===== config.mk =====
export PLATFORM = sky130hd
export DESIGN_NAME = wiper_interval_wash_controller
export DESIGN_NICKNAME = d
export VERILOG_FILES = /design/src/design/wic_pkg.sv /design/src/design/wic_level.sv /design/src/design/wiper_interval_wash_controller.sv
export SDC_FILE = /design/constraint.sdc
export NUM_CORES = 1
export LEC_CHECK = 0
export BUFFER_PORTS_ARGS = -buffer_cell sky130_fd_sc_hd__buf_2
export CORE_MARGIN = 3
export CORE_UTILIZATION = 58
export CTS_CLUSTER_DIAMETER = 100
export DETAILED_ROUTE_END_ITERATION = 6
export PLACE_DENSITY_LB_ADDON = 0.12
export SETUP_SLACK_MARGIN = 0.1
export SYNTH_ARGS = -nofsm -noshare
export SYNTH_HDL_FRONTEND = slang
export SYNTH_SLANG_ARGS = --single-unit

===== constraint.sdc =====
create_clock -name clk -period 10.3 [get_ports clk]
set_clock_uncertainty 0.05 [all_clocks]
set_input_delay 2.06 -clock clk [delete_from_list [all_inputs] [get_ports clk]]
set_output_delay 2.06 -clock clk [all_outputs]
set_load 0.02 [all_outputs]

===== src/design/wic_pkg.sv =====
// Package for the wiper interval and wash controller.
// Holds payload structs, code constants, reset values and the delay table.
// No dependencies; imported by wic_level, wiper_interval_wash_controller and tb_top.
package wic_pkg;

  localparam int DUTY_W  = 11;
  localparam int TICK_W  = 32;
  localparam int CFG_W   = 40;
  localparam int CFG_IDX_W = 3;

  localparam int WIC_FULL_DUTY_DEF = 1250;

  // Width of duty * 255, and of the reciprocal used to divide it by the full duty.
  localparam int LVL_X_W = DUTY_W + 8;
  localparam int LVL_M_W = LVL_X_W + 2;

  typedef struct packed {
    logic [7:0]  vehicle_speed;
    logic [2:0]  stalk_mode;
    logic [11:0] rain_level;
    logic        timer_fault;
  } wic_in_t;

  typedef struct packed {
    logic [DUTY_W-1:0] wiper_duty;
    logic [1:0]        wipe_phase;
    logic [7:0]        wiper_level;
    logic              washing_active;
  } wic_out_t;

  // Result of the state update, before the level scaling.
  typedef struct packed {
    logic [DUTY_W-1:0] wiper_duty;
    logic [1:0]        wipe_phase;
    logic              washing_active;
  } wic_mid_t;

  typedef enum logic [1:0] {
    PH_PARKED = 2'd0,
    PH_OUT    = 2'd1,
    PH_BACK   = 2'd2
  } phase_t;

  typedef enum logic [CFG_IDX_W-1:0] {
    REG_SLOW_STEP      = 3'd0,
    REG_FAST_STEP      = 3'd1,
    REG_WASH_WINDOW    = 3'd2,
    REG_WASH_WIPES     = 3'd3,
    REG_SPEED_LIMITS   = 3'd4,
    REG_RAIN_THRESHOLD = 3'd5
  } cfg_reg_t;

  localparam logic [2:0] MODE_OFF      = 3'd0;
  localparam logic [2:0] MODE_AUTO     = 3'd1;
  localparam logic [2:0] MODE_INT_SLOW = 3'd2;
  localparam logic [2:0] MODE_INT_FAST = 3'd3;
  localparam logic [2:0] MODE_WASH     = 3'd4;

  localparam logic [2:0] BAND_NONE = 3'd0;
  localparam logic [2:0] BAND_TOP  = 3'd6;

  localparam logic [39:0] SPEED_LIMITS_RST   = 40'h32_281E_0F05;
  localparam logic [11:0] RAIN_THRESHOLD_RST = 12'd3000;

  // Intermittent delays in ticks, by mode (slow, fast) and by speed band.
  localparam logic [10:0] DELAY_TABLE [2][6] = '{
    '{11'd1400, 11'd1300, 11'd1200, 11'd1100, 11'd1000, 11'd800},
    '{11'd700,  11'd600,  11'd500,  11'd400,  11'd300,  11'd200}
  };

endpackage


===== src/design/wic_level.sv =====
// Output stage of the wiper controller: scales the duty to a 0..255 level
// and holds the result transaction. Depends on wic_pkg.
module wic_level #(
  parameter int FULL_DUTY = wic_pkg::WIC_FULL_DUTY_DEF
) (
  input  logic              clk,
  input  logic              rst,
  input  logic              mid_valid,
  output logic              mid_ready,
  input  wic_pkg::wic_mid_t mid_data,
  output logic              out_valid,
  input  logic              out_ready,
  output wic_pkg::wic_out_t out_data
);
  import wic_pkg::*;

  // floor(x / FULL_DUTY) == (x * LvlMul) >> LvlShift for every x below 2**LVL_X_W.
  localparam int LvlShift = LVL_X_W + $clog2(FULL_DUTY);
  localparam longint unsigned LvlMulFull =
    ((64'd1 << LvlShift) + 64'(FULL_DUTY) - 64'd1) / 64'(FULL_DUTY);
  localparam logic [LVL_M_W-1:0] LvlMul = LvlMulFull[LVL_M_W-1:0];

  logic [LVL_X_W-1:0]         scaled;
  logic [LVL_X_W+LVL_M_W-1:0] product;
  logic [7:0]                 level;

  assign scaled  = {mid_data.wiper_duty, 8'd0} - LVL_X_W'(mid_data.wiper_duty);
  assign product = LVL_X_W'(0) + scaled * LvlMul;
  assign level   = product[LvlShift +: 8];

  assign mid_ready = !out_valid || out_ready;

  always_ff @(posedge clk) begin
    if (rst) begin
      out_valid <= 1'b0;
    end else if (mid_ready) begin
      out_valid <= mid_valid;
    end
  end

  always_ff @(posedge clk) begin
    if (mid_ready && mid_valid) begin
      out_data.wiper_duty     <= mid_data.wiper_duty;
      out_data.wipe_phase     <= mid_data.wipe_phase;
      out_data.wiper_level    <= level;
      out_data.washing_active <= mid_data.washing_active;
    end
  end

endmodule


===== src/design/wiper_interval_wash_controller.sv =====
// Top level of the wiper interval and wash controller.
// Holds the input stage, configuration registers and the per-tick state update.
// Depends on wic_pkg and instantiates wic_level.

// Each accepted input transaction is one control tick and yields exactly one result
// transaction. The block is a three-register pipeline: an input register, the
// tick state update (speed band, sweep ramp, auto, intermittent and wash
// decisions) registered in a middle stage, and an output stage that adds the
// 0..255 level, computed as duty * 255 / FULL_DUTY with a constant reciprocal
// multiply. A result passes through the input, middle and output registers in
// order, and a new input transaction can be accepted in every cycle while the
// output side does not stall; the state update, which every tick passes through
// in order, sets the throughput. Each stage has its own valid bit, but the input
// and middle stages move on only when the output stage has room.
// Configuration registers are written through cfg_write, cfg_index and
// cfg_data and take effect on the next tick; they should only be written while
// no transaction is in flight. Indexes beyond the register list are ignored.
module wiper_interval_wash_controller #(
  parameter int FULL_DUTY = wic_pkg::WIC_FULL_DUTY_DEF
) (
  input  logic                            clk,
  input  logic                            rst,
  input  logic                            in_valid,
  output logic                            in_ready,
  input  wic_pkg::wic_in_t                in_data,
  output logic                            out_valid,
  input  logic                            out_ready,
  output wic_pkg::wic_out_t               out_data,
  input  logic                            cfg_write,
  input  logic [wic_pkg::CFG_IDX_W-1:0]   cfg_index,
  input  logic [wic_pkg::CFG_W-1:0]       cfg_data
);
  import wic_pkg::*;

  // Configuration registers.
  logic [7:0]  slow_step;
  logic [7:0]  fast_step;
  logic [7:0]  wash_window;
  logic [7:0]  wash_wipes;
  logic [39:0] speed_limits;
  logic [11:0] rain_threshold;

  // Pipeline stages.
  logic     s1_valid;
  logic     s1_ready;
  wic_in_t  s1_data;
  logic     s2_valid;
  logic     s2_ready;
  wic_mid_t s2_data;
  logic     s1_fire;

  // Tick state.
  logic [TICK_W-1:0] tick_count,     tick_count_next;
  phase_t            sweep_phase,    sweep_phase_next;
  logic [DUTY_W-1:0] duty_value,     duty_value_next;
  logic [2:0]        speed_band,     speed_band_next;
  logic [TICK_W-1:0] interval_start, interval_start_next;
  phase_t            seen_phase,     seen_phase_next;
  logic [7:0]        wash_remaining, wash_remaining_next;
  logic [TICK_W-1:0] wash_start,     wash_start_next;

  // Combinational helpers for the update.
  logic [7:0]        limit [5];
  logic [6:1]        band_hit;
  logic [2:0]        band_cls;
  logic [7:0]        step;
  logic [DUTY_W:0]   duty_sum;
  logic [2:0]        delay_band;
  logic [10:0]       delay;
  logic [TICK_W-1:0] interval_age;
  logic [TICK_W-1:0] wash_age;

  // Configuration writes.
  always_ff @(posedge clk) begin
    if (rst) begin
      slow_step      <= 8'd0;
      fast_step      <= 8'd0;
      wash_window    <= 8'd0;
      wash_wipes     <= 8'd0;
      speed_limits   <= SPEED_LIMITS_RST;
      rain_threshold <= RAIN_THRESHOLD_RST;
    end else if (cfg_write) begin
      case (cfg_reg_t'(cfg_index))
        REG_SLOW_STEP:      slow_step      <= cfg_data[7:0];
        REG_FAST_STEP:      fast_step      <= cfg_data[7:0];
        REG_WASH_WINDOW:    wash_window    <= cfg_data[7:0];
        REG_WASH_WIPES:     wash_wipes     <= cfg_data[7:0];
        REG_SPEED_LIMITS:   speed_limits   <= cfg_data[39:0];
        REG_RAIN_THRESHOLD: rain_threshold <= cfg_data[11:0];
        default: ;
      endcase
    end
  end

  // Handshake: the input and middle stages move on only when the output stage has room.
  assign s1_ready = !s1_valid || s2_ready;
  assign in_ready = s1_ready;
  assign s1_fire  = s1_valid && s2_ready;

  always_ff @(posedge clk) begin
    if (rst) begin
      s1_valid <= 1'b0;
      s2_valid <= 1'b0;
    end else begin
      if (s1_ready) begin
        s1_valid <= in_valid;
      end
      if (s2_ready) begin
        s2_valid <= s1_valid;
      end
    end
  end

  always_ff @(posedge clk) begin
    if (in_valid && s1_ready) begin
      s1_data <= in_data;
    end
    if (s1_fire) begin
      s2_data.wiper_duty     <= duty_value_next;
      s2_data.wipe_phase     <= sweep_phase_next;
      s2_data.washing_active <= (wash_remaining_next != 8'd0);
    end
  end

  // Speed band: the first matching band wins; with no match the band is kept.
  always_comb begin
    for (int k = 0; k < 5; k++) begin
      limit[k] = speed_limits[8*k +: 8];
    end
    band_hit[1] = s1_data.vehicle_speed <= limit[0];
    for (int k = 2; k <= 5; k++) begin
      band_hit[k] = (s1_data.vehicle_speed > limit[k-2]) &&
                    (s1_data.vehicle_speed <= limit[k-1]);
    end
    band_hit[6] = s1_data.vehicle_speed > limit[4];
    band_cls = speed_band;
    for (int k = 6; k >= 1; k--) begin
      if (band_hit[k]) begin
        band_cls = 3'(k);
      end
    end
  end

  assign step       = (band_cls == BAND_TOP) ? fast_step : slow_step;
  assign duty_sum   = {1'b0, duty_value} + (DUTY_W+1)'(step);
  assign delay_band = (band_cls == BAND_NONE) ? 3'd0 : band_cls - 3'd1;
  assign delay      = DELAY_TABLE[s1_data.stalk_mode[0]][delay_band];

  // Tick state update.
  always_comb begin
    tick_count_next     = tick_count + TICK_W'(1);
    sweep_phase_next    = sweep_phase;
    duty_value_next     = duty_value;
    speed_band_next     = speed_band;
    interval_start_next = interval_start;
    seen_phase_next     = seen_phase;
    wash_remaining_next = wash_remaining;
    wash_start_next     = wash_start;
    interval_age        = '0;
    wash_age            = '0;

    if (!s1_data.timer_fault) begin
      speed_band_next = band_cls;

      // Ramp out until the next step would reach full duty, then back to park.
      case (sweep_phase)
        PH_OUT: begin
          if (duty_sum < (DUTY_W+1)'(FULL_DUTY)) begin
            duty_value_next = duty_sum[DUTY_W-1:0];
          end else begin
            sweep_phase_next = PH_BACK;
          end
        end
        PH_BACK: begin
          if (duty_value > DUTY_W'(step)) begin
            duty_value_next = duty_value - DUTY_W'(step);
          end else begin
            sweep_phase_next = PH_PARKED;
            duty_value_next  = '0;
          end
        end
        default: ;
      endcase

      if (s1_data.stalk_mode == MODE_AUTO &&
          s1_data.rain_level >= rain_threshold) begin
        if (sweep_phase_next == PH_PARKED) begin
          sweep_phase_next = PH_OUT;
        end
      end else if (s1_data.stalk_mode == MODE_INT_SLOW ||
                   s1_data.stalk_mode == MODE_INT_FAST) begin
        // The interval restarts whenever the sweep phase changes.
        if (seen_phase != sweep_phase_next) begin
          seen_phase_next     = sweep_phase_next;
          interval_start_next = '0;
        end
        if (interval_start_next == '0) begin
          interval_start_next = tick_count;
        end
        interval_age = tick_count - interval_start_next;
        if (interval_age >= TICK_W'(delay)) begin
          sweep_phase_next = PH_OUT;
        end
      end else if (s1_data.stalk_mode == MODE_WASH) begin
        if (wash_start == '0) begin
          wash_start_next     = tick_count;
          wash_remaining_next = wash_wipes;
        end
      end else begin
        interval_start_next = '0;
        seen_phase_next     = PH_PARKED;
      end

      // Inside the wash window a parked wiper is always started.
      wash_age = tick_count - wash_start_next;
      if (wash_start_next != '0 && wash_age < TICK_W'(wash_window)) begin
        if (sweep_phase_next == PH_PARKED) begin
          sweep_phase_next = PH_OUT;
          if (wash_remaining_next != 8'd0) begin
            wash_remaining_next = wash_remaining_next - 8'd1;
          end
        end
      end
      if (sweep_phase_next == PH_PARKED && wash_remaining_next != 8'd0) begin
        sweep_phase_next    = PH_OUT;
        wash_remaining_next = wash_remaining_next - 8'd1;
      end
      if (wash_remaining_next == 8'd0) begin
        wash_start_next = '0;
      end
    end else begin
      // A timer fault drops the sweep but keeps the wash sequence.
      duty_value_next     = '0;
      interval_start_next = '0;
      sweep_phase_next    = PH_PARKED;
      seen_phase_next     = PH_PARKED;
      speed_band_next     = BAND_NONE;
    end
  end

  always_ff @(posedge clk) begin
    if (rst) begin
      tick_count     <= '0;
      sweep_phase    <= PH_PARKED;
      duty_value     <= '0;
      speed_band     <= BAND_NONE;
      interval_start <= '0;
      seen_phase     <= PH_PARKED;
      wash_remaining <= '0;
      wash_start     <= '0;
    end else if (s1_fire) begin
      tick_count     <= tick_count_next;
      sweep_phase    <= sweep_phase_next;
      duty_value     <= duty_value_next;
      speed_band     <= speed_band_next;
      interval_start <= interval_start_next;
      seen_phase     <= seen_phase_next;
      wash_remaining <= wash_remaining_next;
      wash_start     <= wash_start_next;
    end
  end

  wic_level #(
    .FULL_DUTY(FULL_DUTY)
  ) u_level (
    .clk      (clk),
    .rst      (rst),
    .mid_valid(s2_valid),
    .mid_ready(s2_ready),
    .mid_data (s2_data),
    .out_valid(out_valid),
    .out_ready(out_ready),
    .out_data (out_data)
  );

endmodule


==> key figures <==
Routing
  – ANT nets after route: 0
  – Vias per inst: 5.88
  – Final WL: 67000 um
  – Wl on met1: 30700 um
  – Routed len/inst: 18.0 um
  – Vias: about 22000
  – Met2 routed WL: 30300 um
  – Top Metal Used: met5
  – Drt drc: 0
  – First DRT Iteration DRCs: about 1700
  – Wire length on met3: 4500 um
  – DR pass1 iterations: 7

Place
  – RD Place Congestion: 0.948
  – Dpl cell area: 0.0270 mm^2
  – Buffers added on ports: 95
  – DP HPWL: 52800 um

STA
  – PnR worst setup slack: -0.615 ns
  – Final hold viol count: 0
  – Max-slew headroom: 24.6%
  – Least-Margin Pin Slew: 1.13 ns
  – Hold Slack: 0.381 ns
  – Final setup fails: between 40 and 50
  – Unrepaired setup endpoints after global routing: true
  – Fin crit period: 10.92 ns
  – Max Transition Viols Final: 0
  – Fin Setup TNS: -22.74 ns
  – Max frequency: 91.6 MHz
  – Period utilization: 106%

Clocking
  – Reg clk slew, reported paths: roughly 0.060 ns
  – Num CTS Buffers: 30
  – CTS root buf: clkbuf_16
  – Hold buffers post-CTS: 0
  – CTS sink cnt: 266
  – H-Tree Depth: 1
  – Skew-Pair Late Insertion Delay: 0.58 ns
  – CTS tree: done
  – Clk buf depth: 3

Worst setup path
  – CP endpoint: wash_start[28]
  – Worst path top cell family by delay: compound AO/OA/AOI/OAI gates
  – Critical path type: flop to flop
  – Largest fanout on the critical path: 8
  – Worst r2r path cells: 63
  – Crit path buf inv count: 7
  – FF-to-FF Start: s1_data[17]
  – R2r endpoint: wash_start[28]
  – Setup crit start: s1_data[17]
  – Required time worst endpoint: 10.67 ns
  – Reg-to-reg slack, setup: -0.62 ns
  – CP Launch Type: flop
  – Critical path endpoint category: flop
  – Most used cell, CP: ha_4
  – Crit path largest cell delay: 0.42 ns
  – Slowest CP cell: edfxtp_1
  – Critical path data arrival time: around 11 ns
  – Worst path depth: 63

Worst hold path
  – Hold-critical path depth: 0
  – Min-delay worst type: flop to flop
  – Hold Startpoint: s2_data[1]

Power
  – Logic pwr share: between 50% and 60%
  – Clock power frac: a little under a quarter
  – Leakage Power: 13.1 nW
  – Flop pwr share: 24.1%
  – Pint: roughly 0.0029 W
  – Power density relative to cell area: ~160 mW/mm^2
  – Switching power: 0.00185 W
  – Peak VDD IR: 0.315 mV
  – Switching Fraction: 39.3%

Final layout
  – Reg area: 0.00593 mm^2
  – Post-route design area: 0.0287 mm^2
  – Commonest non-fill, non-tap cell in the layout: inv_1
  – Ant. Diodes: 0
  – Layout cells sized above 1: 16.6%
  – Multi-input gate area: between 0.015 and 0.02 mm^2
  – Syn-to-layout area delta: 14.7%
  – Fillers: 3465
  – Most frequent cells in the layout: inv_1, ha_1, nand2_1
  – Layout net count: 3657

Global route
  – Grt ovf: 0
  – Initial antenna violation count: 1
  – Tot GR Track Use: 29.2%
  – Vias in the first global route: roughly 21000
  – First-pass GRT wire length: between 100000 and 150000 um
  – Largest net degree at the start of global routing: 112

Synthesis
  – Synth Net Count: 3458
  – Mapped cell area: 0.0250 mm^2
  – Ys async rst share: 0%
  – Mapped Cells: about 2900
  – Syn Area/Cell: 8.54 um^2
  – Post-synth EDFFs: 60
  – Yosys warnings: 0
  – Sequential share of the synthesized area: 23.7%
  – Dominant synthesized flop cell: dfxtp_1
  – Cell variety after synth: between 100 and 150
  – Synthesized flop and latch total: 266

Floorplan
  – Die ar.: 0.0457 mm^2
  – Top Ports: 96
  – Core area: ~0.042 mm^2
  – Cell Rows: between 70 and 80
  – DIE WIDTH: 214 um
  – Die span in y: about 210 um
  – Starting density of the core: 59.2%

Run status
  – Outcome: finished with violations
  – Violated checks: setup timing

Run
  – Max Cap Viol: 0
-- layer usage --
metal,GRT usage (%),vias up
met5,0,-
met4,6.61,2
met3,3.34,104
met2,47.6,686
met1,42.0,10500
li1,-,10600
-- timing repair --
item	4_1_cts	5_1_grt
setup buffers	18	7
gates resized for setup	45	51
cloned	2	1
pin swaps	22	43
endpoints found under the setup margin	43	45
-- final cells by class --
type,instances,share of cell area [%]
multi-input cells,2219,62.0
flip-flops and latches,266,20.6
repair buffers,279,6.85
inverters,333,4.35
clock buffers,44,3.20
well taps,577,2.52
clock inverters,12,0.401
-- Yosys cell counts, types with 20 or more instances --
cell      count  share of area [%]
inv_1       333                5.0
ha_1        320                 16
nand2_1     313                4.7
a21oi_1     268                5.4
nor2_1      218                3.3
dfxtp_1     206                 16
fa_1        136                 11
o21ai_0      81                1.6
clkbuf_1     75                1.1
edfxtp_1     60                7.2
nand3_1      59                1.2
nor2b_1      59                1.5
xnor2_1      43                1.5
xor2_1       42                1.5
nor3_1       41               0.82
a22oi_1      40                1.2
nor4_1       39               0.97
o21a_1       33               0.99
a21o_1       32               0.96
nor3_2       32                1.3
nand2b_1     30               0.75
nand4_1      28               0.70
nand3b_1     27               0.81
a211oi_1     26               0.78
o211ai_1     23               0.69
and3_1       22               0.55
and2_1       20               0.50
mux2i_1      20               0.80
-- worst reg2reg max path: cells and delay by family, from the launching register on --
family / cells / cell delay, ns
adders and majority gates: 7 / 1.67
xor gates and xnor gates: 1 / 0.19
DFF: 1 / 0.42
muxes: 2 / 0.58
AOI/OAI and AO/OA: 24 / 3.58
and+or+nand+nor: 22 / 3.37
buffers and inverters: 7 / 0.94
-- worst min path at each step --
stage | to | slack, ns
after floorplan | u_level.out_data[0] | 0.35
after global placement | u_level.out_data[10] | 0.35
after detailed placement | u_level.out_data[9] | 0.36
after CTS | u_level.out_data[9] | 0.38
after global routing | u_level.out_data[9] | 0.40
final | u_level.out_data[9] | 0.38
-- cells by family after synthesis --
family / synth area share (%)
AND/OR/NAND/NOR: 20.0
adder cells (fa/ha/maj): 26.9
flip-flops: 23.7
multiplexers: 1.80
XOR/XNOR: 2.97
buffers and inverters: 7.56
AO/OA/AOI/OAI: 17.2
-- registers in the layout (all words and copies together) (netlist names), 12 cells and up --
register	cells
speed_limits	40
s1_data	24
s2_data	14
interval_start	32
u_level.out_data	22
rain_threshold	12
tick_count	32
wash_start	32
-- power by group through the flow --
stage                     sequential, W  clock, W  combinational (W)
after floorplan                 0.00117         0            0.00175
after global placement          0.00116         0            0.00232
after detailed placement        0.00116         0            0.00243
after CTS                       0.00114   0.00111            0.00249
after global routing            0.00114   0.00116            0.00288
final                           0.00114   0.00109            0.00249
-- through the flow --
stage | setup WS [ns] | utilization (%) | instances | total power [W]
after floorplan | -0.149 | - | 2930 | 0.00292
after global placement | -0.404 | 63.7 | 3646 | 0.00348
after detailed placement | -0.860 | 63.7 | 3646 | 0.00359
after CTS | -0.546 | 67.1 | 3722 | 0.00475
after global routing | -1.08 | 67.8 | 3730 | 0.00517
final | -0.615 | 67.8 | 3730 | 0.00471
(Power assumes the default switching activity.)
